**src/hw/rtl/rsp_pkg.sv**
```systemverilog
// rsp_pkg: shared types, codes and constants for the rsp packet receiver
// no dependencies; used by every module of the block by scoped names
`timescale 1ns / 1ps

package rsp_pkg;

    localparam int BUF_DEPTH = 512;
    localparam int ADDR_W    = $clog2(BUF_DEPTH);
    localparam int LEN_W     = 9;
    localparam int IDX_W     = 9;
    localparam int JOB_DEPTH = 4;
    localparam int JPTR_W    = $clog2(JOB_DEPTH);

    localparam logic [7:0] CH_DOLLAR = 8'h24;
    localparam logic [7:0] CH_HASH   = 8'h23;
    localparam logic [7:0] CH_COLON  = 8'h3A;
    localparam logic [7:0] CH_PLUS   = 8'h2B;
    localparam logic [7:0] CH_MINUS  = 8'h2D;
    localparam logic [7:0] HEX_BAD   = 8'hFF;

    localparam logic       CMD_BYTE = 1'b0;
    localparam logic       CMD_READ = 1'b1;

    localparam logic [1:0] OUT_SEND   = 2'd0;
    localparam logic [1:0] OUT_ACCEPT = 2'd1;
    localparam logic [1:0] OUT_READ   = 2'd2;

    localparam logic [1:0] START_SEQ  = 2'd3;
    localparam logic [1:0] START_NONE = 2'd0;

    typedef struct packed {
        logic             command;
        logic [7:0]       rx_byte;
        logic [IDX_W-1:0] read_index;
    } t_in_item;

    typedef struct packed {
        logic [1:0]       kind;
        logic [7:0]       data;
        logic [1:0]       payload_start;
        logic [LEN_W-1:0] payload_length;
        logic             last;
    } t_out_item;

    typedef enum logic [1:0] {
        JOB_READ = 2'd0,
        JOB_NAK  = 2'd1,
        JOB_ACK  = 2'd2
    } t_job_kind;

    typedef struct packed {
        t_job_kind        kind;
        logic [7:0]       data;
        logic             seq;
        logic [7:0]       seq0;
        logic [7:0]       seq1;
        logic [LEN_W-1:0] len;
    } t_job;

    function automatic logic [7:0] hex_value(input logic [7:0] c);
        logic [7:0] v;
        v = HEX_BAD;
        if (c >= 8'h30 && c <= 8'h39) begin
            v = c - 8'h30;
        end else if (c >= 8'h61 && c <= 8'h66) begin
            v = c - 8'h57;
        end else if (c >= 8'h41 && c <= 8'h46) begin
            v = c - 8'h37;
        end
        return v;
    endfunction

endpackage

```
**src/hw/rtl/rsp_front.sv**
```systemverilog
// rsp_front: accepts items, runs the framing and checksum state machine,
// owns the packet store and issues one job per item that has results; uses rsp_pkg
`timescale 1ns / 1ps

module rsp_front (
    input  logic              i_clk,
    input  logic              i_rst_n,
    input  logic              i_push,
    input  rsp_pkg::t_in_item i_item,
    output logic              o_full,
    output logic              o_job_vld,
    output rsp_pkg::t_job     o_job,
    input  logic              i_job_full
);

    typedef enum logic [3:0] {
        PH_HUNT = 4'b0001,
        PH_BODY = 4'b0010,
        PH_HI   = 4'b0100,
        PH_LO   = 4'b1000
    } t_phase;

    t_phase                      r_phase, n_phase;
    logic [7:0]                  r_sum, n_sum;
    logic [rsp_pkg::ADDR_W-1:0]  r_count, n_count;
    logic [7:0]                  r_hi, n_hi;
    logic [7:0]                  r_s0, r_s1, r_s2;

    logic [7:0]                  r_mem [rsp_pkg::BUF_DEPTH];
    logic [7:0]                  r_rdata;
    logic                        r_rd_zero;

    logic                        r_st_vld, n_st_vld;
    rsp_pkg::t_job               r_job, n_job;

    logic                        accept;
    logic                        has_job;
    logic                        wr_en;
    logic [rsp_pkg::ADDR_W-1:0]  wr_addr;
    logic [7:0]                  wr_data;
    logic [rsp_pkg::ADDR_W-1:0]  inc_count;
    logic [rsp_pkg::ADDR_W-1:0]  rd_addr;
    logic [7:0]                  xsum;
    logic [7:0]                  ch;
    logic [7:0]                  hex_ch;

    assign o_full  = r_st_vld && i_job_full;
    assign accept  = i_push && !o_full;
    assign ch      = i_item.rx_byte;
    assign hex_ch  = rsp_pkg::hex_value(ch);
    assign inc_count = r_count + rsp_pkg::ADDR_W'(1);
    assign xsum    = r_hi + hex_ch;
    assign rd_addr = rsp_pkg::ADDR_W'(i_item.read_index);

    always_comb begin
        n_phase = r_phase;
        n_sum   = r_sum;
        n_count = r_count;
        n_hi    = r_hi;
        wr_en   = 1'b0;
        wr_addr = r_count;
        wr_data = ch;
        has_job = 1'b0;
        n_job   = '0;
        n_job.kind = rsp_pkg::JOB_READ;
        if (i_item.command == rsp_pkg::CMD_READ) begin
            has_job = 1'b1;
        end else begin
            case (r_phase)
                PH_HUNT: begin
                    if (ch == rsp_pkg::CH_DOLLAR) begin
                        n_phase = PH_BODY;
                        n_sum   = '0;
                        n_count = '0;
                    end
                end
                PH_BODY: begin
                    if (ch == rsp_pkg::CH_DOLLAR) begin
                        n_sum   = '0;
                        n_count = '0;
                    end else if (ch == rsp_pkg::CH_HASH) begin
                        wr_en   = 1'b1;
                        wr_data = '0;
                        n_phase = PH_HI;
                    end else begin
                        wr_en   = 1'b1;
                        n_sum   = r_sum + ch;
                        n_count = inc_count;
                        // last entry is never written; reads at or beyond it return zero
                        if (inc_count == rsp_pkg::ADDR_W'(rsp_pkg::BUF_DEPTH - 1)) begin
                            n_phase = PH_HUNT;
                        end
                    end
                end
                PH_HI: begin
                    n_hi    = {hex_ch[3:0], 4'h0};
                    n_phase = PH_LO;
                end
                PH_LO: begin
                    n_phase = PH_HUNT;
                    has_job = 1'b1;
                    if (xsum != r_sum) begin
                        n_job.kind = rsp_pkg::JOB_NAK;
                    end else begin
                        n_job.kind = rsp_pkg::JOB_ACK;
                        n_job.seq0 = r_s0;
                        n_job.seq1 = r_s1;
                        if (r_count >= rsp_pkg::ADDR_W'(3) && r_s2 == rsp_pkg::CH_COLON) begin
                            n_job.seq = 1'b1;
                            n_job.len = rsp_pkg::LEN_W'(r_count - rsp_pkg::ADDR_W'(3));
                        end else begin
                            n_job.len = rsp_pkg::LEN_W'(r_count);
                        end
                    end
                end
                default: begin
                    n_phase = PH_HUNT;
                end
            endcase
        end
    end

    always_comb begin
        n_st_vld = r_st_vld;
        if (accept) begin
            n_st_vld = has_job;
        end else if (r_st_vld && !i_job_full) begin
            n_st_vld = 1'b0;
        end
    end

    always_ff @(posedge i_clk) begin
        if (!i_rst_n) begin
            r_phase  <= PH_HUNT;
            r_sum    <= '0;
            r_count  <= '0;
            r_hi     <= '0;
            r_st_vld <= 1'b0;
        end else begin
            r_st_vld <= n_st_vld;
            if (accept) begin
                r_phase <= n_phase;
                r_sum   <= n_sum;
                r_count <= n_count;
                r_hi    <= n_hi;
            end
        end
    end

    always_ff @(posedge i_clk) begin
        if (accept) begin
            r_job <= n_job;
            if (wr_en) begin
                r_mem[wr_addr] <= wr_data;
                if (wr_addr == rsp_pkg::ADDR_W'(0)) begin
                    r_s0 <= wr_data;
                end
                if (wr_addr == rsp_pkg::ADDR_W'(1)) begin
                    r_s1 <= wr_data;
                end
                if (wr_addr == rsp_pkg::ADDR_W'(2)) begin
                    r_s2 <= wr_data;
                end
            end
            if (i_item.command == rsp_pkg::CMD_READ) begin
                r_rdata   <= r_mem[rd_addr];
                r_rd_zero <= 32'(i_item.read_index) >= 32'(rsp_pkg::BUF_DEPTH - 1);
            end
        end
    end

    always_comb begin
        o_job_vld = r_st_vld;
        o_job     = r_job;
        if (r_job.kind == rsp_pkg::JOB_READ) begin
            o_job.data = r_rd_zero ? 8'h00 : r_rdata;
        end
    end

endmodule

```
**config.mk**
```make
export PLATFORM = sky130hd
export DESIGN_NAME = rsp_front
export DESIGN_NICKNAME = d
export VERILOG_FILES = /design/src/hw/rtl/rsp_pkg.sv /design/src/hw/rtl/rsp_front.sv
export SDC_FILE = /design/constraint.sdc
export NUM_CORES = 2
export LEC_CHECK = 0
export CORE_ASPECT_RATIO = 1.2
export CORE_MARGIN = 2
export CORE_UTILIZATION = 23
export CTS_BUF_LIST = sky130_fd_sc_hd__clkbuf_8 sky130_fd_sc_hd__clkbuf_16
export CTS_CLUSTER_SIZE = 40
export DETAILED_ROUTE_END_ITERATION = 6
export DONT_BUFFER_PORTS = 1
export PLACE_DENSITY = 0.36
export SLEW_MARGIN = 0
export SYNTH_ARGS = -nofsm -noshare
export SYNTH_HDL_FRONTEND = slang
export SYNTH_SLANG_ARGS = --single-unit
```
**constraint.sdc**
```tcl
create_clock -name i_clk -period 30.1 [get_ports i_clk]
set_clock_uncertainty 0.1 [all_clocks]
set_input_delay 6.02 -clock i_clk [delete_from_list [all_inputs] [get_ports i_clk]]
set_output_delay 6.02 -clock i_clk [all_outputs]
set_load 0.02 [all_outputs]
```
==> flow_metrics.py <==
metrics = {
    "worst_setup_path": {
        "slowest_delay_ns": 0.19,
        "worst_setup_path_end_kind": "output pin",
        "cp_cell_sequence": "nand2_1 > inv_1",
        "r2r_cells": 9,
        "critPathKind": "in -> out",
        "rrSetupSlack_ns": 24.66,
        "crit_path_start_kind": "primary input",
        "arrival_ns": 6.29,
        "critical-path-slowest-cell": "inv_1",
        "critPathMaxFanout": 4,
        "r2r-end": "r_mem[420][1]",
        "crit_family": "buffers and inverters",
        "cp_num_buf_inv": 1,
        "required_ns": 23.98,
        "rr_startpoint": "r_phase[2]",
    },
    "run_status": {
        "violations": "slew limit",
        "status": "complete, but fails checks",
    },
    "layout": {
        "final_cell_mix": "4,157 x edfxtp_1, 1,046 x mux4_2, 567 x nor2_1, 443 x clkbuf_16, 326 x mux2i_1",
        "fillers": 69977,
        "final_cell_area_um2": 189000,
        "syn_to_final_growth_pct": 15.7,
        "multiInputGateArea_um2": 35800,
        "drive_above_1_share_pct": 23.5,
        "fin_cells": 17532,
        "nets": 7843,
        "final_common_cell": "edfxtp_1",
        "regArea_um2": 125000,
    },
    "die": {
        "die_w_um": 772,
        "initial_core_util_pct": 23.1,
        "core_um2": 706000,
        "dieArea_um2": 715000,
        "die_h_um": 926,
        "rows": 338,
        "pin_count": 60,
    },
    "pwr": {
        "finalPower_mw": 12.3,
        "ir_drop_mv": 0.0521,
        "seqPwrFrac_pct": 52.2,
        "p_clk_share_pct": 43.4,
        "power.density_nw_per_um2": 65.2,
        "p_sw_share_pct": 22.2,
        "combPwrFrac_pct": 4.4,
        "p_int_mw": 9.56,
        "power.switching_mw": 2.73,
        "p_leak_nw": 57.0,
    },
    "place": {
        "portBuffers": 0,
        "dp.cells": 16699,
        "dp_hpwl_um": 320000,
        "placed_cell_area_um2": 174000,
        "routabilityCongestion": 0.755,
    },
    "clocking": {
        "post_cts_buffers": 0,
        "cts.clk_slew.worst_paths_ns": 0.06,
        "cts_buffers": 441,
        "cts_tree": "built",
        "cts_buffer_depth": 4,
        "htree_levels": 5,
        "clock_sinks": 4183,
        "clockRootBuffer": "clkbuf_16",
        "clk_latency_ns": 1.04,
        "cts.repair.resized": 0,
        "cts_hold_buf": 0,
    },
    "grt": {
        "grt_usage_pct": 14.9,
        "grt_pass1_wl_um": 738000,
        "grt_pass1_vias": 82523,
        "grt_max_degree": 526,
        "antenna_found_initial": 61,
        "grt_remaining_overflow": 0,
    },
    "detailed_routing": {
        "ant_nets": 0,
        "routed_via_density": 4.50,
        "vias": 78864,
        "drc": 0,
        "first_pass_iters": 6,
        "drt_iter0_drc": 8123,
        "wl_per_cell_um": 31.1,
        "wl_um": 545000,
    },
    "sta": {
        "fin_tns_setup_ns": 0,
        "grt_setup_unrepaired": "no",
        "report.final.slew_viol_count": 517,
        "max_slew_margin_pct": -47.8,
        "timing_hold_violations_final": 0,
        "post-route-period-util_pct": 41.2,
        "tightest_slew_ns": 2.22,
        "fmax_mhz": 80.5,
        "period_needed_ns": 12.41,
        "finalSetupViolCount": 0,
        "timing.hold.ws_ns": 0.410,
    },
    "yosys": {
        "yosys_warnings": 0,
        "synthCells": 7640,
        "ys_async_sr_fraction_pct": 0,
        "ys_seq_area_share_pct": 76.9,
        "syn-num-nets": 7688,
        "synth_top_flop_cell": "edfxtp_1",
        "synth.distinct_cells": 78,
        "synth_edf_count": 4157,
        "ys_ff_latch": 4183,
        "netlist_area_um2": 163000,
        "syn-mean-instance-area_um2": 21.3,
    },
    "hold_path": {
        "hold_path_depth": 1,
        "hold_start": "r_hi[4]",
        "holdPathEnd": "r_hi[4]",
        "min_path_type": "reg -> reg",
    },
    "run": {
        "cap_violations": 0,
    },
}
## how the worst max path moves through the flow
stage	start	to	slack (ns)	cells past startpoint
finish	i_job_full	o_full	17.69	2
global route	i_job_full	o_full	17.66	2
CTS	i_job_full	o_full	17.68	2
detailed placement	i_item[0]	r_rdata[0]	16.92	15
global placement	i_item[0]	r_rdata[7]	16.28	13
floorplan	i_item[13]	r_mem[0][0]	8.00	9
## synth_stat cells (all sizes together) (3+ instances only)
cell / count / share of area (%)
o211ai: 22 / 0.10
ha: 24 / 0.18
nor4: 12 / 0.055
a31oi: 29 / 0.11
a2111oi: 17 / 0.10
nor3b: 3 / 0.014
nor2b: 42 / 0.16
a21boi: 11 / 0.051
o21ai: 68 / 0.21
nand2b: 15 / 0.058
nor4b: 5 / 0.027
inv: 26 / 0.060
mux4: 1046 / 14
o221ai: 5 / 0.027
edfxtp: 4157 / 77
a211oi: 20 / 0.092
nand3: 62 / 0.19
mux2i: 327 / 2.0
o2111ai: 4 / 0.022
nand4: 8 / 0.031
xor2: 11 / 0.059
dfxtp: 26 / 0.32
a22oi: 84 / 0.39
xnor2: 12 / 0.065
clkbuf: 245 / 0.56
o22ai: 71 / 0.28
mux2: 7 / 0.048
a22o: 13 / 0.070
buf: 218 / 0.72
nor2: 582 / 1.3
nor3: 43 / 0.13
a221oi: 29 / 0.16
o21a: 4 / 0.018
and2: 44 / 0.17
a21oi: 92 / 0.28
a211o: 9 / 0.048
and3: 12 / 0.046
a32oi: 6 / 0.032
o31ai: 3 / 0.014
nand2: 185 / 0.43
a21o: 7 / 0.032
## cells by family after synthesis
logic type      after synthesis  synth area share (%)
compound gates              516                  2.17
buf+inv                     489                  1.34
mux                        1380                  16.5
simple gates               1023                  2.70
xor+xnor                     23                 0.124
flops                      4183                  76.9
fa+ha+maj                    26                 0.209
## sequential cells by signal, summed over array words and instances, names as in the netlist
signal     cells
r_rdata        8
r_rd_zero      1
r_phase        4
r_s0           8
r_s1           8
r_count        9
r_sum          8
r_hi           4
o_job_vld      1
r_mem       4096
r_s2           8
o_job         28
## per-stage QoR
| step | util [%] | setup WS, ns |
|---|---|---|
| 2_1_floorplan | - | 8.00 |
| 3_3_place_gp | 24.7 | 16.28 |
| 3_5_place_dp | 24.7 | 16.92 |
| 4_1_cts | 26.7 | 17.68 |
| 5_1_grt | 26.7 | 17.66 |
| 6_report | 26.7 | 17.69 |
## layer usage
layer	up-vias	part of all wire, %	GRT usage (%)
li1	32161	-	-
met4	8	2.5	3.57
met5	-	0.0090	0
met3	594	5.1	2.30
met2	2248	51	25.8
met1	43853	42	19.5
## layout make-up
| type | instances | area share [%] |
|---|---|---|
| clock buffer | 443 | 5.88 |
| tap | 9350 | 6.21 |
| timing repair buffer | 175 | 0.873 |
| clock inverter | 368 | 1.49 |
| antenna | 19 | 0.0252 |
| multi-input combinational | 2968 | 19.0 |
| sequential | 4183 | 66.5 |
| inverter | 26 | 0.0571 |
## power by group through the flow
stage               Combinational (mW)  Clock (mW)  Sequential [mW]
floorplan                        0.334           0             6.59
global placement                 0.548           0             6.53
detailed placement               0.550           0             6.53
CTS                              0.551        5.48             6.41
global route                     0.570        5.67             6.41
finish                           0.540        5.33             6.41
No activity file was read; power rests on OpenSTA's default activity.
