## src/hw/rtl/rsp_pkg.sv

```systemverilog
// rsp_pkg: shared types, codes and constants for the rsp packet receiver
// no dependencies; used by every module of the block by scoped names
`timescale 1ns / 1ps

package rsp_pkg;

    localparam int BUF_DEPTH = 512;
    localparam int ADDR_W    = $clog2(BUF_DEPTH);
    localparam int LEN_W     = 9;
    localparam int IDX_W     = 9;
    localparam int JOB_DEPTH = 4;
    localparam int JPTR_W    = $clog2(JOB_DEPTH);

    localparam logic [7:0] CH_DOLLAR = 8'h24;
    localparam logic [7:0] CH_HASH   = 8'h23;
    localparam logic [7:0] CH_COLON  = 8'h3A;
    localparam logic [7:0] CH_PLUS   = 8'h2B;
    localparam logic [7:0] CH_MINUS  = 8'h2D;
    localparam logic [7:0] HEX_BAD   = 8'hFF;

    localparam logic       CMD_BYTE = 1'b0;
    localparam logic       CMD_READ = 1'b1;

    localparam logic [1:0] OUT_SEND   = 2'd0;
    localparam logic [1:0] OUT_ACCEPT = 2'd1;
    localparam logic [1:0] OUT_READ   = 2'd2;

    localparam logic [1:0] START_SEQ  = 2'd3;
    localparam logic [1:0] START_NONE = 2'd0;

    typedef struct packed {
        logic             command;
        logic [7:0]       rx_byte;
        logic [IDX_W-1:0] read_index;
    } t_in_item;

    typedef struct packed {
        logic [1:0]       kind;
        logic [7:0]       data;
        logic [1:0]       payload_start;
        logic [LEN_W-1:0] payload_length;
        logic             last;
    } t_out_item;

    typedef enum logic [1:0] {
        JOB_READ = 2'd0,
        JOB_NAK  = 2'd1,
        JOB_ACK  = 2'd2
    } t_job_kind;

    typedef struct packed {
        t_job_kind        kind;
        logic [7:0]       data;
        logic             seq;
        logic [7:0]       seq0;
        logic [7:0]       seq1;
        logic [LEN_W-1:0] len;
    } t_job;

    function automatic logic [7:0] hex_value(input logic [7:0] c);
        logic [7:0] v;
        v = HEX_BAD;
        if (c >= 8'h30 && c <= 8'h39) begin
            v = c - 8'h30;
        end else if (c >= 8'h61 && c <= 8'h66) begin
            v = c - 8'h57;
        end else if (c >= 8'h41 && c <= 8'h46) begin
            v = c - 8'h37;
        end
        return v;
    endfunction

endpackage

```

## src/hw/rtl/rsp_job_fifo.sv

```systemverilog
// rsp_job_fifo: short job queue between the front and back parts
// depends on rsp_pkg for the job type and depth
`timescale 1ns / 1ps

module rsp_job_fifo (
    input  logic          i_clk,
    input  logic          i_rst_n,
    input  logic          i_push,
    input  rsp_pkg::t_job i_job,
    output logic          o_full,
    input  logic          i_pop,
    output rsp_pkg::t_job o_job,
    output logic          o_empty
);

    rsp_pkg::t_job               r_q [rsp_pkg::JOB_DEPTH];
    logic [rsp_pkg::JPTR_W-1:0]  r_wp, r_rp;
    logic [rsp_pkg::JPTR_W:0]    r_cnt;
    logic                        do_push, do_pop;

    assign o_full  = r_cnt == (rsp_pkg::JPTR_W + 1)'(rsp_pkg::JOB_DEPTH);
    assign o_empty = r_cnt == '0;
    assign do_push = i_push && !o_full;
    assign do_pop  = i_pop && !o_empty;
    assign o_job   = r_q[r_rp];

    always_ff @(posedge i_clk) begin
        if (!i_rst_n) begin
            r_wp  <= '0;
            r_rp  <= '0;
            r_cnt <= '0;
        end else begin
            if (do_push) begin
                r_wp <= r_wp + rsp_pkg::JPTR_W'(1);
            end
            if (do_pop) begin
                r_rp <= r_rp + rsp_pkg::JPTR_W'(1);
            end
            if (do_push && !do_pop) begin
                r_cnt <= r_cnt + (rsp_pkg::JPTR_W + 1)'(1);
            end else if (do_pop && !do_push) begin
                r_cnt <= r_cnt - (rsp_pkg::JPTR_W + 1)'(1);
            end
        end
    end

    always_ff @(posedge i_clk) begin
        if (do_push) begin
            r_q[r_wp] <= i_job;
        end
    end

endmodule

```

## config.mk

```make
export PLATFORM = sky130hd
export DESIGN_NAME = rsp_job_fifo
export DESIGN_NICKNAME = d
export VERILOG_FILES = /design/src/hw/rtl/rsp_pkg.sv /design/src/hw/rtl/rsp_job_fifo.sv
export SDC_FILE = /design/constraint.sdc
export NUM_CORES = 1
export LEC_CHECK = 0
export ABC_AREA = 1
export BUFFER_PORTS_ARGS = -buffer_cell sky130_fd_sc_hd__buf_2
export CAP_MARGIN = 20
export CORE_MARGIN = 10
export CORE_UTILIZATION = 64
export CTS_BUF_LIST = sky130_fd_sc_hd__clkbuf_4
export DETAILED_ROUTE_END_ITERATION = 10
export PLACE_DENSITY_LB_ADDON = 0.12
export SETUP_SLACK_MARGIN = 0.2
export SLEW_MARGIN = 20
export SYNTH_ARGS = -nofsm -noshare
export SYNTH_HDL_FRONTEND = slang
export SYNTH_SLANG_ARGS = --single-unit
```

## constraint.sdc

```tcl
create_clock -name i_clk -period 6.5 [get_ports i_clk]
set_input_delay 0.65 -clock i_clk [delete_from_list [all_inputs] [get_ports i_clk]]
set_output_delay 0.65 -clock i_clk [all_outputs]
set_load 0.01 [all_outputs]
```

==> impl_results.md, run 1 <==
- Outcome: finished, final reports clean
- First-pass GRT wire length: 18.04 mm
- Area of the multi-input gates: 1136 sq um
- Filler Cell Count: 582
- Met1 Use GR: 0.2111
- CTS tree: yes
- P&R area growth vs syn: 12.36%
- Post-DR wirelength/cell: 18.23 microns
- RSZ-0062 raised after global routing: no
- Final hold slack: 0.3410 ns
- Vias per cell: 5.759
- Worst-Margin Slew: 0.6045 ns
- Synth cell count leaders: edfxtp_1 (144), nor2_1 (86), o21ai_1 (38)
- Crit path max fanout: 72
- Clock power frac: 0.231
- # resized after CTS: 0
- TNS Setup: 0 ns
- Max Buffers Root-to-Sink: 2
- Number of I/O port buffers: 77
- Crit path cell chain: buf_4 -> inv_6 -> o21ai_1 -> o22ai_1 -> buf_2
- Mean Syn Cell Area: 13.98 sq um
- Minimum clock period: 3.040 ns
- Switching fraction of total power: 0.3248
- Crit Path Class: reg -> out
- Max cap viols: 0
- GPL Wtd Cong: 0.7538
- Die ar.: 13,350 sq um
- Io pins: 78
- Hold/Removal Path Class: in -> reg
- Startpoint types: register
- Total CTS buffers: 17
- Arr. time, crit path: 2.39 ns
- CP Capture Type: primary output
- Int Pwr: 1.644 mW
- H-tree depth: 4
- Die Width: 115.6 microns
- #FFs+latches synth: 153
- WP data required: 5.85 ns
- DRT iter0 DRCs: 288
- Final Hold Fails: 0
- Final Setup Violations: 0
- Post-Route WL: 11.28 mm
- NetSw: 0.7909 mW
- Core area: 8806 sq um
- Post-route ant nets: 0
- Pin count of the biggest net entering global routing: 73
- Post-synth EDFFs: 144
- Syn Nets: 464
- Max incr delay on CP: 0.55 ns
- Worst rel slew slack: 0.5970
- YS warnings: 0
- Final Cycle Share: 0.4677
- # hold bufs at CTS: 0
- Top-count cell post-synth: edfxtp_1
- FFs w/ async S/R, synth: 0
- Root Driver: clkbuf_4
- Cell count after synthesis: 418
- Slowest stage cell, crit path: buf_4
- Lkg Pwr: 2.359 nW
- Initial antenna violation count: 0
- GRT overflow: 0
- GRT Max-Usage Layer: met2
- Die Ht: 115.6 microns
- Row Count: 34
- Pwr per Cell Area: 370.9 nW/um^2
- Worst-Skew Late Latency: 0.51 ns
- Post-layout nets: 544
- Remaining DRCs: 0
- # clock sinks: 153
- Met2 usage: 0.2937
- Area contributors post-synth: edfxtp_1 (74%), nor2_1 (5.5%), o22ai_1 (3.9%)
- Antenna cells: 0
- Synth Cell Area: 5843 sq um
- Largest area contributor in the netlist: edfxtp_1
- Seq/Total Area, Yosys: 0.7709
- Starting Density: 0.6635
- Global Route Usage Sum: 0.1756
- Clock transition at path regs: 0.14 ns
- Met3 capacity usage during global routing: 0.05220
- Top cell type's share of synthesized area: 0.7400
- Reg area: 4506 sq um
- Synth Flop Type: edfxtp_1
- Library cells used by synthesis: 21
- Vias in the first global route: 3,673
- DR vias: 3,565
- Comb power frac: 0.262
- DP HPWL: 6.732 mm
- Slew Viols, Final: 0
- Sequential share of power: 0.507
- Drt pass-1 iters: 6
- Max Clock Freq: 0.3290 GHz
- Maximum VDD drop: 0.0002364 V
- Share of cells above drive strength 1: 0.2407
- Clock skew: 0.01708 ns
- Post-CTS setup buffer count: 0
-- worst paths after layout --
check | to | startpoint | cells past startpoint | slack, ns
setup / recovery | o_job[21] | register | 5 | 3.46
hold / removal | r_q[3][5] | i_job[5] | 1 | 0.34
setup reg to reg | r_cnt[1] | r_cnt[0] | 9 | 4.46
hold reg to reg | r_rp[0] | r_rp[0] | 2 | 0.53
-- flip-flops by register name, summed over array words and instances (netlist names), named ones only --
name	count
r_rp	2
r_cnt	3
r_wp	2
r_q	144
-- kinds of logic (layout without fill, tap and decap cells) --
logic type / Yosys count / in the layout / synth area share
compound gates: 112 / 112 / 0.1036
simple gates: 106 / 106 / 0.07002
xor+xnor: 1 / 1 / 0.001499
fa+ha+maj: 6 / 6 / 0.01413
buf+inv: 40 / 133 / 0.03983
flops: 153 / 153 / 0.7709
-- power by group through the flow --
stage	clock network, mW	registers [mW]	logic (mW)
after floorplan	0	1.25	0.435
after global placement	0	1.25	0.628
after detailed placement	0	1.26	0.646
after CTS	0.567	1.24	0.649
after global routing	0.613	1.25	0.714
final	0.562	1.24	0.637
-- per-layer routing --
layer  part of all wire  wire, microns
met4             0.0096            108
met2               0.52           5857
met5                  0              0
met3              0.074            830
met1               0.40           4488
-- per-stage QoR --
step / total power [mW] / area (sq um) / utilization / instances / setup WS (ns)
6_report: 2.435 / 6565 / 0.7455 / 619 / 3.460
3_5_place_dp: 1.905 / 6281 / 0.7133 / 587 / 4.006
3_3_place_gp: 1.882 / 6281 / 0.7133 / 587 / 4.032
2_1_floorplan: 1.683 / 5843 / - / 418 / 3.824
4_1_cts: 2.452 / 6565 / 0.7455 / 619 / 3.412
5_1_grt: 2.574 / 6565 / 0.7455 / 619 / 3.165
-- cells in the final DEF (no fill, tap or decap), drive strengths merged --
master / count
nand2: 15
xor2: 1
edfxtp: 144
clkinvlp: 4
nand3: 4
clkinv: 6
nand3b: 1
o22ai: 36
nor2: 86
a21oi: 3
bufinv: 2
buf: 83
o21ai: 73
clkbuf: 18
dfxtp: 9
inv: 20
fa: 1
ha: 5
-- layout make-up --
type / count / share of cell area
repair buffers: 83 / 0.06556
well taps: 108 / 0.02058
multi-input cells: 225 / 0.1731
inverters: 18 / 0.01124
flip-flops and latches: 153 / 0.6863
clock buffers: 18 / 0.02058
clock inverters: 14 / 0.02268
-- worst max-delay path, delay by kind of cell, from the launching register on --
kind                   cells  cell delay, ns
flip-flops                 1            0.45
buffers and inverters      3            1.07
AO/OA/AOI/OAI              2            0.35
No activity file was read; power rests on OpenSTA's default activity.
==> run 2: changes to the inputs <==
--- a/config.mk
+++ b/config.mk
@@ -5,11 +5,11 @@
 export SDC_FILE = /design/constraint.sdc
 export NUM_CORES = 1
 export LEC_CHECK = 0
-export ABC_AREA = 1
+export ABC_AREA = 0
 export BUFFER_PORTS_ARGS = -buffer_cell sky130_fd_sc_hd__buf_2
 export CAP_MARGIN = 20
 export CORE_MARGIN = 10
-export CORE_UTILIZATION = 64
+export CORE_UTILIZATION = 59
 export CTS_BUF_LIST = sky130_fd_sc_hd__clkbuf_4
 export DETAILED_ROUTE_END_ITERATION = 10
 export PLACE_DENSITY_LB_ADDON = 0.12
==> constraint.sdc (replaced) <==
create_clock -name i_clk -period 3.1 [get_ports i_clk]
set_input_delay 0.31 -clock i_clk [delete_from_list [all_inputs] [get_ports i_clk]]
set_output_delay 0.31 -clock i_clk [all_outputs]
set_load 0.01 [all_outputs]
==> run 2 against run 1 <==
  * Non-clock buffer count rose by 37
  * Clock skew barely moved
  * Final area rose by 6.4%
  * Final cell count fell by 18%
  * First-iteration DRC count fell by 36%
  * Sequential cell count did not move
  * Power rose by 120%
  * Setup slack got worse by 2.9 ns
  * Via count fell by 24%
  * Synthesized cell count fell by 44%
  * Clock-buffer cell count fell by 1
  * Critical path depth fell by 2
  * Largest cell class unchanged
  * Largest power group unchanged
==> impl_results.md, run 2 <==
- Top reg by flops: r_q
- Synth Cell Area: 5732 sq um (-1.9%)
- Post-DR wirelength/cell: 19.56 microns (+7.3%)
- GRT overflow: 0 (unchanged)
- Drt pass-1 iters: 4 (-2)
- Remaining DRCs: 0 (unchanged)
- Vias in the first global route: 3,012 (-18%)
- # resized after CTS: 0 (unchanged)
- #FFs+latches synth: 153 (unchanged)
- Core area: 9371 sq um (+6.4%)
- Lkg Pwr: 2.413 nW (+2.3%)
- # clock sinks: 153 (unchanged)
- Crit Path Class: reg -> out
- P&R area growth vs syn: 21.87%
- Synth Flop Type: edfxtp_1
- Sequential share of power: 0.502 (-0.005)
- Die Width: 118.6 microns (+2.6%)
- GPL Wtd Cong: 0.6770 (-10%)
- Number of I/O port buffers: 77 (unchanged)
- Share of cells above drive strength 1: 0.4032 (+0.1625)
- Initial antenna violation count: 0 (unchanged)
- Pwr per Cell Area: 753.6 nW/um^2 (+100%)
- Starting Density: 0.6116 (-0.05193)
- Final WS setup: 0.5325 ns (-2.928 ns)
- DR vias: 2,714 (-24%)
- First-pass GRT wire length: 16.17 mm (-10%)
- Hold Crit Start: i_rst_n
- H-tree depth: 4 (unchanged)
- Int Pwr: 3.838 mW (+130%)
- Vias per cell: 5.364 (-6.9%)
- Global Route Usage Sum: 0.1485 (-0.02709)
- Largest area contributor in the netlist: edfxtp_1
- Startpoint types: register
- Worst r2r src: r_cnt[0]
- R2R depth: 8 (-1)
- DP HPWL: 6.230 mm (-7.5%)
- Max reg flops: 144 (unchanged)
- Io pins: 78 (unchanged)
- DRT iter0 DRCs: 183 (-36%)
- Outcome: finished, final reports clean
- Top-count cell post-synth: edfxtp_1
- Pin count of the biggest net entering global routing: 24 (-67%)
- Slew Viols, Final: 0 (unchanged)
- Regs by FF count: r_q (144), r_cnt (3)
- Die ar.: 14,060 sq um (+5.3%)
- Buf/Inv on CP: 2 (-1)
- Max Buffers Root-to-Sink: 2 (unchanged)
- Total CTS buffers: 17 (unchanged)
- Switching fraction of total power: 0.2708 (-0.05398)
- Worst-Skew Late Latency: 0.52 ns (about the same)
- WP data required: 2.79 ns (-3.06 ns)
- Cell count after synthesis: 236 (-44%)
- Antenna cells: 0 (unchanged)
- Maximum VDD drop: 0.0004767 V (+100%)
- Synth cell count leaders: edfxtp_1 (144), mux4_2 (30), dfxtp_1 (9)
- Clock skew: 0.01754 ns (+0.0004641 ns)
- Crit path max fanout: 11 (-85%)
- Root Driver: clkbuf_4
- Reg2reg end: r_cnt[2]
- TNS Setup: 0 ns (unchanged)
- Library cells used by synthesis: 25 (+19%)
- Clock transition at path regs: 0.12 ns (-0.02 ns)
- YS warnings: 0 (unchanged)
- Post-route ant nets: 0 (unchanged)
- NetSw: 1.426 mW (+80%)
- Area contributors post-synth: edfxtp_1 (75%), mux4_2 (12%), dfxtp_1 (3.1%)
- Mean Syn Cell Area: 24.29 sq um (+74%)
- CP Capture Type: primary output
- Top cell type's share of synthesized area: 0.7544 (+0.01438)
- Post-Route WL: 9.899 mm (-12%)
- Die Ht: 118.6 microns (+2.6%)
- Seq/Total Area, Yosys: 0.7859 (+0.01498)
- Slowest stage cell, crit path: dfxtp_2
- RSZ-0062 raised after global routing: no
- Row Count: 35 (+2.9%)
- Worst hold path endpoint: r_wp[0]
- Largest delay contributor family on the critical path: flip-flops
- Post-synth EDFFs: 144 (unchanged)
- Setup WS pre-CTS: 0.6505 ns (-3.356 ns)
- FFs w/ async S/R, synth: 0 (unchanged)
- Max cap viols: 0 (unchanged)
- Max incr delay on CP: 0.62 ns (+0.07 ns)
- Final Hold Fails: 0 (unchanged)
- Final Cycle Share: 0.8282
- CTS tree: yes
- Worst rel slew slack: 0.6594 (+0.06244)
- Comb power frac: 0.247 (-0.015)
- Crit path cell chain: buf_4 -> mux4_1 -> buf_2
- Minimum clock period: 2.568 ns
- Most frequent cells in the layout: edfxtp_1 (144), buf_2 (77), dlygate4sd3_1 (36)
- Final Setup Violations: 0 (unchanged)
- Commonest non-fill, non-tap cell in the layout: edfxtp_1
- Clock power frac: 0.251 (+0.020)
- Hold/Removal Path Class: in -> reg
- Max Clock Freq: 0.3895 GHz
- Post-layout nets: 411 (-24%)
- Min-Delay Path Depth: 3 (+2)
- Syn Nets: 282 (-39%)
- Arr. time, crit path: 2.26 ns (-0.13 ns)
- Worst-Margin Slew: 0.5098 ns (-0.09471 ns)
- Worst reg2reg setup slack: 0.64 ns (-3.82 ns)
## run 2: tightest hold or removal path, cell delays in order
cell and delay (ns):
buf_2 0.15, nand2_1 0.07, mux2i_1 0.06
## run 2: power groups by stage
stage | combinational [mW] | clock, mW | sequential, mW
final | 1.30 | 1.32 | 2.64
after global routing | 1.42 | 1.47 | 2.67
after CTS | 1.34 | 1.36 | 2.65
after detailed placement | 1.29 | 0 | 2.69
after global placement | 1.28 | 0 | 2.68
after floorplan | 0.935 | 0 | 2.61
## run 2: layout make-up
class,instances,area [sq um]
sequential,153,4507
fill,573,2386
multi-input combinational,70,1121
timing repair buffer,120,860.8
clock inverter,14,196.4
tap,129,161.4
clock buffer,17,127.6
inverter,3,11.26
## run 2: per-layer routing
metal  global-route usage  share of wire
met5                    0              0
met4              0.05267          0.010
met3              0.05093          0.060
met2               0.2358           0.49
met1               0.1866           0.44
## run 2: logic make-up after synthesis
| family | Yosys count | share of synthesized area |
|---|---|---|
| compound gates | 4 | 0.005893 |
| xor+xnor | 4 | 0.006113 |
| fa+ha+maj | 6 | 0.01441 |
| buf+inv | 13 | 0.01943 |
| flops | 153 | 0.7859 |
| mux | 39 | 0.1506 |
| simple gates | 17 | 0.01768 |
## run 2: worst max-delay path by stage
stage                  start         to  cells past startpoint
floorplan           r_cnt[0]  r_q[0][0]                      4
global placement    r_cnt[0]   r_cnt[2]                      8
detailed placement  r_cnt[0]   r_cnt[2]                      8
CTS                 register  o_job[21]                      3
global route        register  o_job[21]                      3
finish              register  o_job[21]                      3
## run 2: metrics by stage
step | total power, mW | area, sq um | hold slack [ns] | std cells | util
final | 5.264 | 6985 | 0.1171 | 506 | 0.7454
after global routing | 5.562 | 6985 | 0.06605 | 506 | 0.7454
after CTS | 5.345 | 6985 | 0.08020 | 506 | 0.7454
after detailed placement | 3.990 | 6301 | 0.4987 | 439 | 0.6724
after global placement | 3.960 | 6301 | 0.4973 | 439 | 0.6724
after floorplan | 3.549 | 5732 | 0.4089 | 236 | -
## run 2: repair_timing
action,in CTS,in global routing
hold buffers,36,0
hold endpoints to repair,142,0
buffers inserted,0,0
