--- src/hw/rtl/rsp_pkg.sv ---
// rsp_pkg: shared types, codes and constants for the rsp packet receiver
// no dependencies; used by every module of the block by scoped names
`timescale 1ns / 1ps

package rsp_pkg;

    localparam int BUF_DEPTH = 512;
    localparam int ADDR_W    = $clog2(BUF_DEPTH);
    localparam int LEN_W     = 9;
    localparam int IDX_W     = 9;
    localparam int JOB_DEPTH = 4;
    localparam int JPTR_W    = $clog2(JOB_DEPTH);

    localparam logic [7:0] CH_DOLLAR = 8'h24;
    localparam logic [7:0] CH_HASH   = 8'h23;
    localparam logic [7:0] CH_COLON  = 8'h3A;
    localparam logic [7:0] CH_PLUS   = 8'h2B;
    localparam logic [7:0] CH_MINUS  = 8'h2D;
    localparam logic [7:0] HEX_BAD   = 8'hFF;

    localparam logic       CMD_BYTE = 1'b0;
    localparam logic       CMD_READ = 1'b1;

    localparam logic [1:0] OUT_SEND   = 2'd0;
    localparam logic [1:0] OUT_ACCEPT = 2'd1;
    localparam logic [1:0] OUT_READ   = 2'd2;

    localparam logic [1:0] START_SEQ  = 2'd3;
    localparam logic [1:0] START_NONE = 2'd0;

    typedef struct packed {
        logic             command;
        logic [7:0]       rx_byte;
        logic [IDX_W-1:0] read_index;
    } t_in_item;

    typedef struct packed {
        logic [1:0]       kind;
        logic [7:0]       data;
        logic [1:0]       payload_start;
        logic [LEN_W-1:0] payload_length;
        logic             last;
    } t_out_item;

    typedef enum logic [1:0] {
        JOB_READ = 2'd0,
        JOB_NAK  = 2'd1,
        JOB_ACK  = 2'd2
    } t_job_kind;

    typedef struct packed {
        t_job_kind        kind;
        logic [7:0]       data;
        logic             seq;
        logic [7:0]       seq0;
        logic [7:0]       seq1;
        logic [LEN_W-1:0] len;
    } t_job;

    function automatic logic [7:0] hex_value(input logic [7:0] c);
        logic [7:0] v;
        v = HEX_BAD;
        if (c >= 8'h30 && c <= 8'h39) begin
            v = c - 8'h30;
        end else if (c >= 8'h61 && c <= 8'h66) begin
            v = c - 8'h57;
        end else if (c >= 8'h41 && c <= 8'h46) begin
            v = c - 8'h37;
        end
        return v;
    endfunction

endpackage

--- src/hw/rtl/rsp_back.sv ---
// rsp_back: expands each job into its result transfers into an output register
// depends on rsp_pkg for job and result types
`timescale 1ns / 1ps

module rsp_back (
    input  logic               i_clk,
    input  logic               i_rst_n,
    input  logic               i_job_empty,
    input  rsp_pkg::t_job      i_job,
    output logic               o_job_pop,
    output logic               o_empty,
    input  logic               i_pop,
    output rsp_pkg::t_out_item o_item
);

    logic [1:0]          r_idx;
    logic [1:0]          last_idx;
    logic                r_out_vld;
    rsp_pkg::t_out_item  r_out;
    rsp_pkg::t_out_item  res;
    logic                can_load;
    logic                load;

    assign o_empty  = !r_out_vld;
    assign o_item   = r_out;
    assign can_load = !r_out_vld || i_pop;
    assign load     = can_load && !i_job_empty;
    assign o_job_pop = load && (r_idx == last_idx);

    always_comb begin
        last_idx = 2'd0;
        if (i_job.kind == rsp_pkg::JOB_ACK) begin
            last_idx = i_job.seq ? 2'd3 : 2'd1;
        end
    end

    always_comb begin
        res      = '0;
        res.kind = rsp_pkg::OUT_SEND;
        res.last = r_idx == last_idx;
        case (i_job.kind)
            rsp_pkg::JOB_READ: begin
                res.kind = rsp_pkg::OUT_READ;
                res.data = i_job.data;
            end
            rsp_pkg::JOB_NAK: begin
                res.data = rsp_pkg::CH_MINUS;
            end
            rsp_pkg::JOB_ACK: begin
                if (r_idx == 2'd0) begin
                    res.data = rsp_pkg::CH_PLUS;
                end else if (r_idx == last_idx) begin
                    res.kind           = rsp_pkg::OUT_ACCEPT;
                    res.payload_start  = i_job.seq ? rsp_pkg::START_SEQ : rsp_pkg::START_NONE;
                    res.payload_length = i_job.len;
                end else if (r_idx == 2'd1) begin
                    res.data = i_job.seq0;
                end else begin
                    res.data = i_job.seq1;
                end
            end
            default: begin
                res.data = '0;
            end
        endcase
    end

    always_ff @(posedge i_clk) begin
        if (!i_rst_n) begin
            r_idx     <= '0;
            r_out_vld <= 1'b0;
        end else begin
            if (load) begin
                r_out_vld <= 1'b1;
                r_idx     <= (r_idx == last_idx) ? 2'd0 : r_idx + 2'd1;
            end else if (i_pop) begin
                r_out_vld <= 1'b0;
            end
        end
    end

    always_ff @(posedge i_clk) begin
        if (load) begin
            r_out <= res;
        end
    end

endmodule

--- config.mk ---
export PLATFORM = sky130hd
export DESIGN_NAME = rsp_back
export DESIGN_NICKNAME = d
export VERILOG_FILES = /design/src/hw/rtl/rsp_pkg.sv /design/src/hw/rtl/rsp_back.sv
export SDC_FILE = /design/constraint.sdc
export NUM_CORES = 1
export LEC_CHECK = 0
export ABC_AREA = 1
export BUFFER_PORTS_ARGS = -buffer_cell sky130_fd_sc_hd__buf_2
export CAP_MARGIN = 30
export CORE_MARGIN = 1
export CORE_UTILIZATION = 50
export CTS_BUF_LIST = sky130_fd_sc_hd__clkbuf_4 sky130_fd_sc_hd__clkbuf_8
export CTS_CLUSTER_SIZE = 28
export DETAILED_ROUTE_END_ITERATION = 10
export GPL_ROUTABILITY_DRIVEN = 0
export GPL_TIMING_DRIVEN = 0
export MAX_ROUTING_LAYER = met4
export PLACE_DENSITY = 0.88
export SLEW_MARGIN = 30
export SYNTH_ARGS = -nofsm -noshare
export SYNTH_HDL_FRONTEND = slang
export SYNTH_SLANG_ARGS = --single-unit
--- constraint.sdc ---
create_clock -name i_clk -period 4.1 [get_ports i_clk]
set_clock_uncertainty 0.1 [all_clocks]
set_input_delay 0.615 -clock i_clk [delete_from_list [all_inputs] [get_ports i_clk]]
set_output_delay 0.615 -clock i_clk [all_outputs]
set_load 0.01 [all_outputs]
==> flow_summary.html, run 1 <==
<table>
<tr><th>Metric</th><th>Value</th></tr>
<tr><th colspan="2">Synth</th></tr>
<tr><td>Top cell type's share of synthesized area</td><td>51.9%</td></tr>
<tr><td>Area of the mapped netlist</td><td>0.00122 mm²</td></tr>
<tr><td>Post-Syn Instances</td><td>128</td></tr>
<tr><td>Number of flops mapped to enable cells by yosys</td><td>21</td></tr>
<tr><td>Share of the yosys chip area belonging to registers</td><td>56.8%</td></tr>
<tr><td>Biggest area consumer among synthesized cells</td><td>edfxtp_1</td></tr>
<tr><td>Unique masters post-synth</td><td>22</td></tr>
<tr><td>Synthesized area divided by synthesized cell count</td><td>9.50 µm²</td></tr>
<tr><td>Most frequently used flop master after synthesis</td><td>edfxtp_1</td></tr>
<tr><td>FFs w/ async S/R, synth</td><td>0%</td></tr>
<tr><td>Synthesized netlist net count</td><td>170</td></tr>
<tr><td>Most frequent cells after synthesis</td><td>nand2_1, inv_1, edfxtp_1</td></tr>
<tr><td>Number of warnings reported in the yosys synthesis log</td><td>0</td></tr>
<tr><td>Flops &amp; latches, synth</td><td>24</td></tr>
<tr><td>Cell types with the largest area share after synthesis</td><td>edfxtp_1, nand2_1, inv_1, dfxtp_1, nor2_2</td></tr>
<tr><td>Most frequently used cell type in the post-synthesis netlist</td><td>nand2_1</td></tr>
<tr><th colspan="2">Cells and area</th></tr>
<tr><td>Layout Nets</td><td>238</td></tr>
<tr><td>Antenna Cells</td><td>0</td></tr>
<tr><td>Share of layout cells above drive strength 1</td><td>43.1%</td></tr>
<tr><td>P&amp;R area growth vs syn</td><td>31.0%</td></tr>
<tr><td>Layout filler cell count</td><td>191</td></tr>
<tr><td>Final Util</td><td>70.6%</td></tr>
<tr><th colspan="2">Drt</th></tr>
<tr><td>Antenna-violating nets left</td><td>0</td></tr>
<tr><td>Initial DRT Pass Iterations</td><td>4</td></tr>
<tr><td>Iteration-0 DRC count of the detailed router</td><td>31</td></tr>
<tr><td>Per-cell routed wire length</td><td>11.3 µm</td></tr>
<tr><td>Routed wire length</td><td>2530 µm</td></tr>
<tr><td>Routed vias/inst</td><td>4.77</td></tr>
<tr><td>DR vias</td><td>1064</td></tr>
<tr><td>Total DRC errors in the routed layout</td><td>0</td></tr>
<tr><th colspan="2">Worst setup path</th></tr>
<tr><td>Critical R2R Capture</td><td>o_item[13]</td></tr>
<tr><td>CP Max Fanout</td><td>8</td></tr>
<tr><td>Worst setup path startpoint</td><td>i_job[34]</td></tr>
<tr><td>Crit end category</td><td>output port</td></tr>
<tr><td>Total stage count of the critical path</td><td>7</td></tr>
<tr><td>Worst EP required</td><td>3.38 ns</td></tr>
<tr><td>Worst R2R Setup Slack</td><td>2.40 ns</td></tr>
<tr><td>Critical path startpoint category</td><td>input port</td></tr>
<tr><td>Worst path most repeated cell</td><td>buf_2</td></tr>
<tr><td>Worst Reg2Reg Path Length in Cells</td><td>9</td></tr>
<tr><td>Critical-path top delay cell</td><td>nand4_4</td></tr>
<tr><td>Maximum cell stage delay along the critical path</td><td>0.14 ns</td></tr>
<tr><td>Cell Chain, Critical Path</td><td>buf_2 &gt; inv_1 &gt; nand2_1 &gt; nand2_2 &gt; nand4_4 &gt; nor2_1 &gt; buf_2</td></tr>
<tr><td>Count of buffer and inverter cells on the critical path</td><td>3</td></tr>
<tr><td>Critical path arrival</td><td>1.41 ns</td></tr>
<tr><td>Worst setup path category</td><td>in -&gt; out</td></tr>
<tr><td>Crit path to</td><td>o_job_pop</td></tr>
<tr><td>Start of the worst register-to-register path</td><td>r_idx[0]</td></tr>
<tr><td>CP delay by family, top</td><td>simple AND/OR/NAND/NOR gates</td></tr>
<tr><th colspan="2">Die</th></tr>
<tr><td>Die footprint</td><td>0.00263 mm²</td></tr>
<tr><td>Die height</td><td>51.3 µm</td></tr>
<tr><td>Horiz. Die Dim</td><td>51.3 µm</td></tr>
<tr><td>Effective utilization at floorplan</td><td>53.9%</td></tr>
<tr><td>Number of placement rows</td><td>17</td></tr>
<tr><td>Core area</td><td>0.00225 mm²</td></tr>
<tr><td># IOs</td><td>64</td></tr>
<tr><th colspan="2">Timing</th></tr>
<tr><td>Max Freq</td><td>471 MHz</td></tr>
<tr><td>Max-slew headroom</td><td>47.5%</td></tr>
<tr><td>Finish-stage setup viols</td><td>0</td></tr>
<tr><td>Pins Over Slew Limit</td><td>0</td></tr>
<tr><td>Post-route fraction of the period consumed by the critical path</td><td>51.8%</td></tr>
<tr><td>Transition time of the tightest slew-check pin</td><td>0.786 ns</td></tr>
<tr><td>Worst setup margin</td><td>1.97 ns</td></tr>
<tr><td>Final min period</td><td>2.13 ns</td></tr>
<tr><td>RSZ-0062 raised after global routing</td><td>false</td></tr>
<tr><td>Count of final hold-check violations</td><td>0</td></tr>
<tr><td>Setup TNS</td><td>0 ns</td></tr>
<tr><th colspan="2">Pwr</th></tr>
<tr><td>Leakage dissipation</td><td>0.000822 µW</td></tr>
<tr><td>Design Power</td><td>511 µW</td></tr>
<tr><td>Power density over the cells</td><td>321 mW/mm²</td></tr>
<tr><td>Net switching power</td><td>141 µW</td></tr>
<tr><td>Largest vdd supply drop</td><td>0.224 mV</td></tr>
<tr><td>Fraction of power consumed by sequential logic</td><td>57.2%</td></tr>
<tr><td>Portion of total power attributed to combinational logic</td><td>22.9%</td></tr>
<tr><td>Int Pwr</td><td>370 µW</td></tr>
<tr><td>Sw Ratio</td><td>27.5%</td></tr>
<tr><td>Clk pwr share</td><td>19.9%</td></tr>
<tr><th colspan="2">Clock network</th></tr>
<tr><td>Sink count of the clock tree</td><td>24</td></tr>
<tr><td>Post-cts repair resize count</td><td>0</td></tr>
<tr><td>Clock transition time at the flip-flop clock pins of the worst setup and hold paths</td><td>0.12 ns</td></tr>
<tr><td>Clock buffer count from CTS</td><td>3</td></tr>
<tr><td>Clock tree from TritonCTS</td><td>yes</td></tr>
<tr><td>H-Tree Depth</td><td>1</td></tr>
<tr><td>Clk Latency, worst-skew pair</td><td>0.30 ns</td></tr>
<tr><td>Quantity of hold-fixing buffers added after cts</td><td>0</td></tr>
<tr><td>Root buffer cell</td><td>clkbuf_4</td></tr>
<tr><td>Total setup buffers inserted after CTS</td><td>0</td></tr>
<tr><td>Buffer levels on the longest clock path</td><td>2</td></tr>
<tr><th colspan="2">Global routing</th></tr>
<tr><td>Antenna violations before repair</td><td>0</td></tr>
<tr><td>Number of global-route vias before repair</td><td>1041</td></tr>
<tr><td>Overall routing resource usage</td><td>22.6%</td></tr>
<tr><td>Maximum number of pins on one net before global-route repair</td><td>22</td></tr>
<tr><td>Grt total ovfl</td><td>0</td></tr>
<tr><td>Global-route wire length before repair</td><td>4270 µm</td></tr>
<tr><th colspan="2">Outcome</th></tr>
<tr><td>Run status</td><td>finished, final reports clean</td></tr>
<tr><th colspan="2">Worst hold path</th></tr>
<tr><td>Min-Delay Path Depth</td><td>2</td></tr>
<tr><td>Hold WC Path Type</td><td>in -&gt; reg</td></tr>
<tr><th colspan="2">Placed design</th></tr>
<tr><td>Count of buffers from port buffering</td><td>63</td></tr>
<tr><td>Worst slack at placement</td><td>1.97 ns</td></tr>
<tr><td>HPWL reported at the end of detailed placement</td><td>2080 µm</td></tr>
<tr><th colspan="2">Run</th></tr>
<tr><td>Max-cap violation count</td><td>0</td></tr>
</table>
## worst reg2reg max path, stage by stage, from the launching register on
cell and delay, ns:
dfxtp_1 0.46, ha_1 0.17, buf_2 0.21, inv_1 0.14, nand2_1 0.08, nand2_1 0.06, o21ai_0 0.07, nand2_1 0.07
nand2_1 0.07, nand2_1 0.05
## cell type report
type	instances	area [µm²]	share of cell area [%]
buffer	3	23.8	1.49
tap	28	35.0	2.20
clock inverter	1	3.75	0.236
timing repair buffer	63	315	19.8
inverter	23	86.3	5.42
multi-input combinational	78	415	26.1
clock buffer	3	22.5	1.41
sequential	24	691	43.4
## worst min path at each step
stage | to | slack, ns | from
6_report | r_out_vld | 0.41 | i_job_empty
5_1_grt | r_out_vld | 0.42 | i_job_empty
4_1_cts | r_out_vld | 0.40 | i_job_empty
3_5_place_dp | r_out_vld | 0.48 | r_out_vld
3_3_place_gp | r_out_vld | 0.45 | r_out_vld
2_1_floorplan | r_idx[1] | 0.48 | r_idx[1]
## cells by family after synthesis
kind of cell	count (synthesis)	synth area share, %
compound gates	14	5.97
xor+xnor	1	0.720
fa+ha+maj	2	2.06
buf+inv	26	9.05
flops	24	56.8
mux	3	2.47
simple gates	58	22.9
## layer usage
metal	GRT usage (%)	part of all wire (%)
met1	23.2	37
met2	43.9	57
met3	3.27	4.4
met4	6.76	1.2
met5	-	0
## per-stage QoR
| stage | hold slack [ns] | area, µm² | std cells |
|---|---|---|---|
| floorplan | 0.477 | 1220 | 128 |
| global placement | 0.446 | 1570 | 219 |
| detailed placement | 0.482 | 1570 | 219 |
| CTS | 0.403 | 1590 | 223 |
| global route | 0.418 | 1590 | 223 |
| finish | 0.405 | 1590 | 223 |
## power groups by stage
| stage | Clock [µW] | Sequential, µW | Combinational, µW |
|---|---|---|---|
| global route | 111 | 294 | 132 |
| detailed placement | 0 | 298 | 117 |
| floorplan | 0 | 306 | 61.5 |
| global placement | 0 | 297 | 112 |
| CTS | 103 | 292 | 118 |
| finish | 102 | 292 | 117 |
## sequential cells by signal, indices dropped and copies added, names as in the netlist
name       cells
o_item        21
r_out_vld      1
r_idx          2
## placed cells by master (no fill, tap or decap)
master / n
nand3_2: 1
buf_4: 1
inv_1: 22
nor2_1: 7
nand2_2: 2
nand2_1: 35
nand3_1: 2
a21oi_1: 3
nand4_4: 1
xor2_1: 1
dfxtp_1: 3
inv_2: 1
or2_2: 1
nor2_2: 8
ha_1: 2
a21boi_0: 1
nor2_4: 1
clkinv_1: 1
mux2i_1: 3
o21ai_0: 10
buf_6: 1
clkbuf_4: 3
edfxtp_1: 21
buf_2: 64
Note: power is estimated with default switching activity, not from simulation.
==> run 2, diff against run 1 <==
- CORE_ASPECT_RATIO: not set -> 0.5
- CORE_UTILIZATION: 50 -> 42
- PLACE_DENSITY: 0.88 -> 0.78
- clock period: 4.1 -> 1.85 ns (I/O delays scaled with it)
==> run 2 against run 1 <==
Core utilization fell by 9.8 points. Die area grew 19%. Via count fell by 5.8%. Cell count increased by 4.0%. Total power up 140%. Non-clock buffer count stayed put. Sequential share of layout area down 0.76 points. Global-route usage down 8.4 points. Routed wire length fell by 10%. Combinational power increased by 120%. Setup slack lost 1.8 ns. First-iteration DRC count fell by 45%.
==> flow_summary.html, run 2 (synthesis gave the netlist of run 1 again) <==
<table>
<tr><th>Metric</th><th>Value</th></tr>
<tr><th colspan="2">Outcome</th></tr>
<tr><td>Run status</td><td>finished, final reports clean</td></tr>
<tr><th colspan="2">Die</th></tr>
<tr><td># IOs</td><td>64</td></tr>
<tr><td>Number of placement rows</td><td>13</td></tr>
<tr><td>Die height</td><td>40.1 µm</td></tr>
<tr><td>Core area</td><td>0.00267 mm²</td></tr>
<tr><td>Effective utilization at floorplan</td><td>45.6%</td></tr>
<tr><td>Horiz. Die Dim</td><td>78.1 µm</td></tr>
<tr><td>Die footprint</td><td>0.00313 mm²</td></tr>
<tr><th colspan="2">Cells and area</th></tr>
<tr><td>P&amp;R area growth vs syn</td><td>33.5%</td></tr>
<tr><td>Largest register FFs</td><td>21</td></tr>
<tr><td>Share of layout cells above drive strength 1</td><td>43.6%</td></tr>
<tr><td>Most common cell after layout, fill and taps aside</td><td>buf_2</td></tr>
<tr><td>Most used cells in the layout excluding fill and tap cells</td><td>buf_2, nand2_1, inv_1</td></tr>
<tr><td>Final Util</td><td>60.9%</td></tr>
<tr><td>Layout Nets</td><td>238</td></tr>
<tr><td>Antenna Cells</td><td>0</td></tr>
<tr><th colspan="2">Clock network</th></tr>
<tr><td>Total setup buffers inserted after CTS</td><td>0</td></tr>
<tr><td>Sink count of the clock tree</td><td>24</td></tr>
<tr><td>Quantity of hold-fixing buffers added after cts</td><td>0</td></tr>
<tr><td>Post-cts repair resize count</td><td>0</td></tr>
<tr><td>Clock tree from TritonCTS</td><td>yes</td></tr>
<tr><td>Buffer levels on the longest clock path</td><td>2</td></tr>
<tr><td>Clock buffer count from CTS</td><td>3</td></tr>
<tr><td>H-Tree Depth</td><td>1</td></tr>
<tr><td>Clock transition time at the flip-flop clock pins of the worst setup and hold paths</td><td>0.08 ns</td></tr>
<tr><td>Root buffer cell</td><td>clkbuf_8</td></tr>
<tr><td>Clk Latency, worst-skew pair</td><td>0.26 ns</td></tr>
<tr><th colspan="2">Run</th></tr>
<tr><td>Max-cap violation count</td><td>0</td></tr>
<tr><th colspan="2">Pwr</th></tr>
<tr><td>Largest vdd supply drop</td><td>0.352 mV</td></tr>
<tr><td>Design Power</td><td>1210 µW</td></tr>
<tr><td>Leakage dissipation</td><td>0.000830 µW</td></tr>
<tr><td>Power density over the cells</td><td>743 mW/mm²</td></tr>
<tr><th colspan="2">Worst setup path</th></tr>
<tr><td>CP Max Fanout</td><td>8</td></tr>
<tr><td>Worst path most repeated cell</td><td>nand2_1</td></tr>
<tr><td>Total stage count of the critical path</td><td>5</td></tr>
<tr><td>Cell Chain, Critical Path</td><td>nand2_1 &gt; nand2_1 &gt; nand4_4 &gt; nor2_1 &gt; buf_2</td></tr>
<tr><td>Critical path arrival</td><td>1.28 ns</td></tr>
<tr><td>Worst Reg2Reg Path Length in Cells</td><td>4</td></tr>
<tr><td>CP delay by family, top</td><td>simple AND/OR/NAND/NOR gates</td></tr>
<tr><td>Maximum cell stage delay along the critical path</td><td>0.40 ns</td></tr>
<tr><td>Crit end category</td><td>output port</td></tr>
<tr><td>Worst EP required</td><td>1.47 ns</td></tr>
<tr><td>Critical-path top delay cell</td><td>dfxtp_2</td></tr>
<tr><td>Count of buffer and inverter cells on the critical path</td><td>1</td></tr>
<tr><td>Critical path startpoint category</td><td>flop</td></tr>
<tr><td>Worst setup path category</td><td>reg -&gt; out</td></tr>
<tr><th colspan="2">Worst hold path</th></tr>
<tr><td>Min-Delay Path Depth</td><td>2</td></tr>
<tr><td>Hold WC Path Type</td><td>in -&gt; reg</td></tr>
<tr><th colspan="2">Drt</th></tr>
<tr><td>Per-cell routed wire length</td><td>9.79 µm</td></tr>
<tr><td>Iteration-0 DRC count of the detailed router</td><td>17</td></tr>
<tr><td>DR vias</td><td>1002</td></tr>
<tr><td>Initial DRT Pass Iterations</td><td>5</td></tr>
<tr><td>Routed vias/inst</td><td>4.32</td></tr>
<tr><td>Antenna-violating nets left</td><td>0</td></tr>
<tr><td>Total DRC errors in the routed layout</td><td>0</td></tr>
<tr><td>Routed wire length</td><td>2270 µm</td></tr>
<tr><th colspan="2">Global routing</th></tr>
<tr><td>Number of global-route vias before repair</td><td>772</td></tr>
<tr><td>Overall routing resource usage</td><td>14.2%</td></tr>
<tr><td>Maximum number of pins on one net before global-route repair</td><td>22</td></tr>
<tr><td>Grt total ovfl</td><td>0</td></tr>
<tr><td>Global-route wire length before repair</td><td>3210 µm</td></tr>
<tr><td>Antenna violations before repair</td><td>0</td></tr>
<tr><th colspan="2">Timing</th></tr>
<tr><td>Pins Over Slew Limit</td><td>0</td></tr>
<tr><td>Max-slew headroom</td><td>49.6%</td></tr>
<tr><td>Post-route fraction of the period consumed by the critical path</td><td>89.4%</td></tr>
<tr><td>Setup TNS</td><td>0 ns</td></tr>
<tr><td>Transition time of the tightest slew-check pin</td><td>0.755 ns</td></tr>
<tr><td>Max Freq</td><td>605 MHz</td></tr>
<tr><td>Final min period</td><td>1.65 ns</td></tr>
<tr><td>RSZ-0062 raised after global routing</td><td>false</td></tr>
<tr><td>Count of final hold-check violations</td><td>0</td></tr>
<tr><td>Finish-stage setup viols</td><td>0</td></tr>
<tr><th colspan="2">Placed design</th></tr>
<tr><td>HPWL reported at the end of detailed placement</td><td>1890 µm</td></tr>
<tr><td>Count of buffers from port buffering</td><td>63</td></tr>
</table>
==> run 2: cell count changes in the layout (fill, tap and decap cells not counted) <==
cell,change
clkbuf_4,-3
clkbuf_8,+3
dfxtp_1,-1
dfxtp_2,+1
==> run 2: final timing paths <==
check | startpoint | end | slack, ns
hold / removal | i_job_empty | r_out_vld | 0.11
hold reg to reg | r_out_vld | r_out_vld | 0.47
setup / recovery | r_idx[0] | o_job_pop | 0.20
setup reg to reg | r_out_vld | o_item[1] | 0.20
==> run 2: power by group <==
part | internal (µW) | leakage (µW) | switching, µW
registers | 635 | 0.000234 | 12.4
clock network | 148 | 0.0000231 | 154
logic | 108 | 0.000573 | 149
total | 891 | 0.000830 | 315
==> run 2: layout make-up <==
type | instances | area [µm²]
inverters | 23 | 86.3
well taps | 37 | 46.3
flip-flops and latches | 24 | 692
fillers | 233 | 1040
repair buffers | 63 | 315
plain buffers | 3 | 23.8
multi-input cells | 78 | 415
clock buffers | 3 | 41.3
clock inverters | 1 | 3.75
==> run 2: worst register-to-register path, stage by stage, from the launching register on <==
cell	delay, ns
dfxtp_1	0.30
inv_1	0.05
or2_2	0.10
nand2_1	0.12
inv_1	0.59
==> run 2: through the flow <==
| stage | worst slack, ns | hold slack, ns | instance area (µm²) | instances |
|---|---|---|---|---|
| after floorplan | 0.327 | 0.286 | 1220 | 128 |
| after global placement | 0.178 | 0.382 | 1580 | 228 |
| after detailed placement | 0.169 | 0.397 | 1580 | 228 |
| after CTS | 0.104 | 0.116 | 1620 | 232 |
| after global routing | 0.0682 | 0.111 | 1620 | 232 |
| final | 0.196 | 0.113 | 1620 | 232 |
==> run 2: metal layers <==
metal  wire (µm)  global-route usage, %  share of wire (%)  vias to the layer above
met3         111                   2.73                4.9                        2
met1         948                   15.0                 42                      425
met2        1190                   28.1                 52                       36
met4          19                   5.56               0.84                        0
li1            -                      -                  -                      539
met5           0                      -                  0                        -
